==> config.mk <==
export PLATFORM = sky130hd
export DESIGN_NAME = round_robin_ready_list
export DESIGN_NICKNAME = d
export VERILOG_FILES = /design/src/sv/rrl_pkg.sv /design/src/sv/round_robin_ready_list.sv /design/src/sv/rrl_ctrl.sv /design/src/sv/rrl_dpath.sv
export SDC_FILE = /design/constraint.sdc
export NUM_CORES = 1
export LEC_CHECK = 0
export BUFFER_PORTS_ARGS = -buffer_cell sky130_fd_sc_hd__clkbuf_2
export CORE_MARGIN = 2
export CORE_UTILIZATION = 53
export DETAILED_ROUTE_END_ITERATION = 12
export PLACE_DENSITY = 0.79
export SLEW_MARGIN = 10
export SYNTH_ARGS = -nofsm -noshare
export SYNTH_HDL_FRONTEND = slang
export SYNTH_SLANG_ARGS = --single-unit
==> constraint.sdc <==
create_clock -name clk_i -period 8.1 [get_ports clk_i]
set_input_delay 0.405 -clock clk_i [delete_from_list [all_inputs] [get_ports clk_i]]
set_output_delay 0.405 -clock clk_i [all_outputs]
set_load 0.01 [all_outputs]
==> src/sv/rrl_pkg.sv <==
// types, codes and constants shared by the round-robin ready list modules
package rrl_pkg;

  localparam int IdW    = 4;
  localparam int NumIds = 2 ** IdW;
  localparam int OpW    = 2;
  localparam int StW    = 2;

  typedef enum logic [OpW-1:0] {
    OP_ADMIT  = 2'd0,
    OP_REMOVE = 2'd1,
    OP_NEXT   = 2'd2
  } op_e;

  typedef enum logic [StW-1:0] {
    ST_DONE    = 2'd0,
    ST_IGNORED = 2'd1,
    ST_EMPTY   = 2'd2
  } status_e;

  typedef enum logic [2:0] {
    S_IDLE,
    S_ISSUE,
    S_EXEC,
    S_LINK,
    S_FIN
  } state_e;

  typedef struct packed {
    logic [OpW-1:0] op;
    logic [IdW-1:0] thr_id;
  } rrl_in_t;

  typedef struct packed {
    logic [IdW-1:0] next_id;
    logic [StW-1:0] status;
  } rrl_out_t;

  typedef struct packed {
    logic load;
    logic issue;
    logic exec;
    logic link;
    logic emit;
  } rrl_cmd_t;

  typedef struct packed {
    logic need_link;
  } rrl_sts_t;

endpackage

==> src/sv/round_robin_ready_list.sv <==
// top level of the round-robin ready list
//
//   channel  direction  beat        handshake
//   in       input      rrl_in_t    in_valid_i / in_stall_o
//   out      output     rrl_out_t   out_valid_o / out_stall_i
//
// a request passes through the load, issue, exec and final load steps, with a link step
// added for an admit into a non-empty ring (second link-table write), set by the registered table
// read and the single write port of each link table
// the result register lets the next request be accepted while a result waits
// a waiting result stalls only the final load step of the following request
// reset clears membership and ring pointers at once, no clearing pass
module round_robin_ready_list #(
  parameter int MAX_THREADS = 16
) (
  input  logic             clk_i,
  input  logic             rst_ni,
  input  logic             in_valid_i,
  output logic             in_stall_o,
  input  rrl_pkg::rrl_in_t in_data_i,
  output logic             out_valid_o,
  input  logic             out_stall_i,
  output rrl_pkg::rrl_out_t out_data_o
);
  import rrl_pkg::*;

  rrl_cmd_t cmd;
  rrl_sts_t sts;

  rrl_ctrl u_ctrl (
    .clk_i       (clk_i),
    .rst_ni      (rst_ni),
    .in_valid_i  (in_valid_i),
    .in_stall_o  (in_stall_o),
    .out_valid_o (out_valid_o),
    .out_stall_i (out_stall_i),
    .sts_i       (sts),
    .cmd_o       (cmd)
  );

  rrl_dpath #(
    .MAX_THREADS (MAX_THREADS)
  ) u_dpath (
    .clk_i      (clk_i),
    .rst_ni     (rst_ni),
    .in_data_i  (in_data_i),
    .cmd_i      (cmd),
    .sts_o      (sts),
    .out_data_o (out_data_o)
  );

  a_busy_after_accept: assert property (@(posedge clk_i) disable iff (!rst_ni)
    (in_valid_i && !in_stall_o) |=> in_stall_o)
    else $error("request accepted while previous still in progress");

  a_no_overwrite: assert property (@(posedge clk_i) disable iff (!rst_ni)
    cmd.emit |-> (!out_valid_o || !out_stall_i))
    else $error("result register overwritten before its beat was taken");

  a_empty_no_id: assert property (@(posedge clk_i) disable iff (!rst_ni)
    (out_valid_o && (out_data_o.status == ST_EMPTY)) |-> (out_data_o.next_id == '0))
    else $error("empty pool result carries a thread id");

endmodule

==> src/sv/rrl_ctrl.sv <==
// controller state machine sequencing one request through the datapath
module rrl_ctrl (
  input  logic            clk_i,
  input  logic            rst_ni,
  input  logic            in_valid_i,
  output logic            in_stall_o,
  output logic            out_valid_o,
  input  logic            out_stall_i,
  input  rrl_pkg::rrl_sts_t sts_i,
  output rrl_pkg::rrl_cmd_t cmd_o
);
  import rrl_pkg::*;

  state_e state_q, state_d;
  logic   out_valid_q, out_valid_d;
  logic   out_free;

  assign out_free    = !out_valid_q || !out_stall_i;
  assign in_stall_o  = (state_q != S_IDLE);
  assign out_valid_o = out_valid_q;

  always_ff @(posedge clk_i or negedge rst_ni) begin
    if (!rst_ni) begin
      state_q     <= S_IDLE;
      out_valid_q <= 1'b0;
    end else begin
      state_q     <= state_d;
      out_valid_q <= out_valid_d;
    end
  end

  always_comb begin
    state_d = state_q;
    cmd_o   = '0;
    case (state_q)
      S_IDLE: begin
        if (in_valid_i) begin
          cmd_o.load = 1'b1;
          state_d    = S_ISSUE;
        end
      end
      S_ISSUE: begin
        cmd_o.issue = 1'b1;
        state_d     = S_EXEC;
      end
      S_EXEC: begin
        cmd_o.exec = 1'b1;
        state_d    = sts_i.need_link ? S_LINK : S_FIN;
      end
      S_LINK: begin
        cmd_o.link = 1'b1;
        state_d    = S_FIN;
      end
      S_FIN: begin
        if (out_free) begin
          cmd_o.emit = 1'b1;
          state_d    = S_IDLE;
        end
      end
      default: begin
        state_d = S_IDLE;
      end
    endcase
    out_valid_d = cmd_o.emit | (out_valid_q & out_stall_i);
  end

endmodule

==> src/sv/rrl_dpath.sv <==
// datapath: link tables, membership bits, ring pointers and result registers
module rrl_dpath #(
  parameter int MAX_THREADS = 16
) (
  input  logic              clk_i,
  input  logic              rst_ni,
  input  rrl_pkg::rrl_in_t  in_data_i,
  input  rrl_pkg::rrl_cmd_t cmd_i,
  output rrl_pkg::rrl_sts_t sts_o,
  output rrl_pkg::rrl_out_t out_data_o
);
  import rrl_pkg::*;

  localparam int Depth = (MAX_THREADS < NumIds) ? MAX_THREADS : NumIds;
  localparam int IdxW  = $clog2(Depth);

  logic [IdW-1:0] succ_mem [Depth];
  logic [IdW-1:0] pred_mem [Depth];

  logic [OpW-1:0]   op_q;
  logic [IdW-1:0]   id_q;
  logic [IdW-1:0]   succ_rd_q, pred_rd_q;
  logic [Depth-1:0] member_q, member_d;
  logic [IdW-1:0]   head_q, head_d, tail_q, tail_d;
  logic [IdW-1:0]   running_q, running_d, resume_q, resume_d;
  logic             pending_q, pending_d;
  logic [IdW-1:0]   res_next_q, res_next_d;
  logic [StW-1:0]   res_status_q, res_status_d;
  rrl_out_t         out_q;

  logic [IdxW-1:0]  id_ix, succ_ra;
  logic             usable, hit;
  logic             succ_we, pred_we;
  logic [IdxW-1:0]  succ_wa, pred_wa;
  logic [IdW-1:0]   succ_wd, pred_wd;

  assign id_ix   = id_q[IdxW-1:0];
  assign usable  = (id_q != '0) && (32'(id_q) < Depth);
  assign hit     = member_q[id_ix];
  assign succ_ra = (op_q == OP_NEXT) ? running_q[IdxW-1:0] : id_ix;

  assign sts_o.need_link = (op_q == OP_ADMIT) && usable && !hit && (head_q != '0);
  assign out_data_o      = out_q;

  always_ff @(posedge clk_i) begin
    if (cmd_i.load) begin
      op_q <= in_data_i.op;
      id_q <= in_data_i.thr_id;
    end
    if (cmd_i.emit) begin
      out_q.next_id <= res_next_q;
      out_q.status  <= res_status_q;
    end
    res_next_q   <= res_next_d;
    res_status_q <= res_status_d;
  end

  // link tables
  always_ff @(posedge clk_i) begin
    if (succ_we) succ_mem[succ_wa] <= succ_wd;
    if (cmd_i.issue) succ_rd_q <= succ_mem[succ_ra];
  end

  always_ff @(posedge clk_i) begin
    if (pred_we) pred_mem[pred_wa] <= pred_wd;
    if (cmd_i.issue) pred_rd_q <= pred_mem[id_ix];
  end

  always_ff @(posedge clk_i or negedge rst_ni) begin
    if (!rst_ni) begin
      member_q  <= '0;
      head_q    <= '0;
      tail_q    <= '0;
      running_q <= '0;
      resume_q  <= '0;
      pending_q <= 1'b0;
    end else begin
      member_q  <= member_d;
      head_q    <= head_d;
      tail_q    <= tail_d;
      running_q <= running_d;
      resume_q  <= resume_d;
      pending_q <= pending_d;
    end
  end

  always_comb begin
    member_d     = member_q;
    head_d       = head_q;
    tail_d       = tail_q;
    running_d    = running_q;
    resume_d     = resume_q;
    pending_d    = pending_q;
    res_next_d   = res_next_q;
    res_status_d = res_status_q;
    succ_we      = 1'b0;
    succ_wa      = '0;
    succ_wd      = '0;
    pred_we      = 1'b0;
    pred_wa      = '0;
    pred_wd      = '0;
    if (cmd_i.exec) begin
      res_next_d   = '0;
      res_status_d = ST_IGNORED;
      case (op_q)
        OP_ADMIT: begin
          if (usable && !hit) begin
            res_status_d    = ST_DONE;
            member_d[id_ix] = 1'b1;
            tail_d          = id_q;
            if (head_q == '0) begin
              head_d  = id_q;
              succ_we = 1'b1;
              succ_wa = id_ix;
              succ_wd = id_q;
              pred_we = 1'b1;
              pred_wa = id_ix;
              pred_wd = id_q;
            end else begin
              succ_we = 1'b1;
              succ_wa = tail_q[IdxW-1:0];
              succ_wd = id_q;
              pred_we = 1'b1;
              pred_wa = id_ix;
              pred_wd = tail_q;
            end
          end
        end
        OP_REMOVE: begin
          if (usable && hit) begin
            res_status_d    = ST_DONE;
            member_d[id_ix] = 1'b0;
            if (head_q == tail_q) begin
              head_d    = '0;
              tail_d    = '0;
              running_d = '0;
              resume_d  = '0;
              pending_d = 1'b0;
            end else begin
              succ_we = 1'b1;
              succ_wa = pred_rd_q[IdxW-1:0];
              succ_wd = succ_rd_q;
              pred_we = 1'b1;
              pred_wa = succ_rd_q[IdxW-1:0];
              pred_wd = pred_rd_q;
              if (head_q == id_q) head_d = succ_rd_q;
              if (tail_q == id_q) tail_d = pred_rd_q;
              if (running_q == id_q) begin
                running_d = '0;
                resume_d  = succ_rd_q;
                pending_d = 1'b1;
              end else if (pending_q && (resume_q == id_q)) begin
                resume_d = succ_rd_q;
              end
            end
          end
        end
        OP_NEXT: begin
          if (head_q == '0) begin
            running_d    = '0;
            resume_d     = '0;
            pending_d    = 1'b0;
            res_status_d = ST_EMPTY;
          end else begin
            res_status_d = ST_DONE;
            if (pending_q) begin
              running_d = resume_q;
              resume_d  = '0;
              pending_d = 1'b0;
            end else if (running_q == '0) begin
              running_d = head_q;
            end else begin
              running_d = succ_rd_q;
            end
            res_next_d = running_d;
          end
        end
        default: begin
        end
      endcase
    end else if (cmd_i.link) begin
      // close the ring behind a new tail
      succ_we = 1'b1;
      succ_wa = id_ix;
      succ_wd = head_q;
      pred_we = 1'b1;
      pred_wa = head_q[IdxW-1:0];
      pred_wd = id_q;
    end
  end

endmodule

==> metrics.md <==
| Metric | Value |
|---|---|
| Fmax | 240.2 MHz |
| Worst Setup End Kind | flop |
| CP startpoint kind | flop |
| Tightest Pin Transition | 1.099 ns |
| Max stage delay on crit path | 0.82 ns |
| Fraction of registers with async set/reset | 19.37% |
| Power Dens Cells | 296.2 nW/um2 |
| Share of cells above drive strength 1 | 21.07% |
| Core Util, Final | 59.30% |
| Mux share of post-synthesis cell area | 16.72% |
| Final setup viols | 0 |
| Register area share after synthesis | 65.29% |
| Area fraction in compound gates after synthesis | 4.004% |
| Hold Crit Class | input pin to async pin |
| Most used cell, CP | nor2_1 |
| # Max-Cap Violations | 0 |
| Hold buffers post-CTS | 0 |
| Crit path kind | flop to flop |
| RSZ-0062 raised after global routing | false |
| CTS tree | built |
| Final setup TNS | 0 ns |
| EDFF count, synth | 154 |
| Post-Syn Area | 8501 um2 |
| Max VDD drop | 0.1687 mV |
| Clk Latency, worst-skew pair | 0.43 ns |
| Synthesis-to-layout area growth | 10.01% |
| Gr usage total | 21.28% |
| Fin. Hold Viols | 0 |
| DR WL/cell | 21.17 um |
| Worst rel slew slack | 26.72% |
| Crit-path leading delay family | simple AND/OR/NAND/NOR gates |
| Post-synthesis adder-cell area fraction | 0.5888% |
| Crit-path cells | nor4_2 -> nor2_1 -> a32oi_1 -> nor2_1 -> a221o_1 -> or2_1 -> nor2_1 |
| Final period util | 51.40% |
| GP Congestion | 0.8405 |
| Setup Buffers After CTS | 0 |
| Initial Utilization | 53.90% |
| Routed WL | 16.83 mm |
| Diode count | 0 |
| Core region area | 15770 um2 |
| #FFs+latches synth | 191 |
| Vias/cell | 5.962 |
| Pin count of the biggest net entering global routing | 38 |
| DIE HEIGHT | 130.6 um |
| Total grt overflow | 0 |
| Yosys Warn Count | 0 |
| # nets final | 580 |
| Critical path's slowest cell | edfxtp_1 |
| Vias post-DR | 4740 |
| First-pass GRT wire length | 26.72 mm |
| PortBufs | 17 |
| CTS root buffer | clkbuf_16 |
| Die area | 17070 um2 |
| Synth area leaders | edfxtp_1 (54%), dfrtp_1 (11%), mux4_2 (11%) |
| XOR/XNOR share of the synthesized area | 2.061% |
| Initial antenna violation count | 0 |
| Synth Area in Simple Gates | 8.934% |
| H-tree levels | 4 |
| Max Buffers Root-to-Sink | 2 |
| Crit path time final | 4.163 ns |
| Worst EP arrival | 4.25 ns |
| Vias in the first global route | 4930 |
| Leakage | 3.366 nW |
| Post-synth top cells | edfxtp_1 (154), nor2_1 (42), mux4_2 (40), nand2_1 (39), dfrtp_1 (37) |
| Die Wd | 130.6 um |
| Iter 0 DRT Violations | 446 |
| Cell taking the most area after synthesis | edfxtp_1 |
| Mapped Cells | 549 |
| # IOs | 18 |
| Critical path data required time | 8.19 ns |
| Synth cell types | 54 |
| Post-CTS resize count | 0 |
| Final Max Slew Viols | 0 |
| Skew final | 0.009518 ns |
| Post-Syn Nets | 563 |
| CP Buf/Inv Count | 0 |
| ANT nets after route | 0 |
| Primary FF master, synth | edfxtp_1 |
| Worst-path fanout max | 23 |
| CTS Buf Count | 17 |
| Total power | 2.770 mW |
| Largest family of logic cells by synthesized area | multiplexers |
| Top-count cell post-synth | edfxtp_1 |
| Syn Area/Cell | 15.48 um2 |
| Row count | 46 |
| Clk slew on worst S/H paths | 0.07 ns |
| Clock Sinks | 191 |
| DRC Markers | 0 |
| DRT Pass-1 Iters | 7 |
| DP HPWL | 10.86 mm |
| Share of the synthesized area in the top cell type | 54.40% |
| Status | finished clean |
==> registers in the layout, indices dropped and copies added, names as in the netlist, 2 cells and up, named ones only <==
signal	flops
u_dpath.pred_mem	64
u_dpath.op_q	2
u_dpath.tail_q	4
u_dpath.pred_rd_q	4
u_dpath.out_data_o	6
u_dpath.succ_rd_q	4
u_dpath.running_q	4
u_dpath.id_ix	4
u_dpath.res_next_q	4
u_dpath.res_status_q	2
u_dpath.resume_q	4
u_dpath.succ_mem	64
u_dpath.head_q	4
u_ctrl.state_q	3
==> metrics by stage <==
step / hold slack, ns / cells / setup WS, ns / cell area (um2)
floorplan: 0.1094 / 549 / 4.973 / 8501
global placement: 0.3641 / 763 / 4.050 / 8802
detailed placement: 0.3676 / 763 / 3.893 / 8802
CTS: 0.1299 / 795 / 3.877 / 9351
global route: 0.1273 / 795 / 3.603 / 9351
finish: 0.1139 / 795 / 3.937 / 9351
==> cell usage in the layout, fill, tap and decap left out, types with 11 or more instances in the layout <==
cell       count
inv_1         25
nand2b_1      11
edfxtp_1     154
clkbuf_2      17
mux4_2        40
a21oi_1       12
mux2i_1       28
dfrtp_1       37
nor2_1        42
mux2_2        16
xor2_1        15
clkbuf_16     17
nand2_1       39
==> where the power goes <==
part / total (mW) / internal, mW / switching, mW
combinational: 0.698 / 0.301 / 0.397
clock: 0.773 / 0.424 / 0.349
sequential: 1.30 / 1.20 / 0.0985
==> routing by layer <==
metal | GRT usage [%] | vias to the layer above | wire, um
li1 | - | 2115 | -
met1 | 26.79 | 2429 | 6885
met2 | 36.03 | 162 | 8659
met3 | 4.560 | 34 | 887
met4 | 9.074 | 0 | 398
met5 | 0 | - | 0
==> final cells by class <==
class | instances | area (um2)
Timing Repair Buffer | 24 | 137.6
Clock inverter | 13 | 116.4
Multi-Input combinational cell | 307 | 2750
Sequential cell | 191 | 5550
Fill cell | 1169 | 6419
Inverter | 25 | 93.84
Tap cell | 216 | 270.3
Clock buffer | 19 | 432.9
==> final timing paths <==
check,from,end,slack [ns],depth (start not counted)
max,u_dpath.id_ix[3]$_DFFE_PP_,u_dpath.pred_mem[3][1]$_DFFE_PP_,3.94,7
min,rst_ni,async pin,0.11,1
max reg2reg,u_dpath.id_ix[3]$_DFFE_PP_,u_dpath.pred_mem[3][1]$_DFFE_PP_,3.94,7
min reg2reg,flop,flop,0.38,0
max in group asynchronous,rst_ni,u_ctrl.state_q[2]$_DFFE_PN0P_,7.39,1
min in group clk_i,in_data_i[1],u_dpath.id_ix[1]$_DFFE_PP_,0.14,1
==> logic make-up after synthesis <==
kind of cell	Yosys count
muxes	88
xor gates and xnor gates	20
AOI/OAI and AO/OA	46
DFF	191
and+or+nand+nor	149
buffers and inverters	51
adders and majority gates	4
Power figures use the tool's default switching activity.
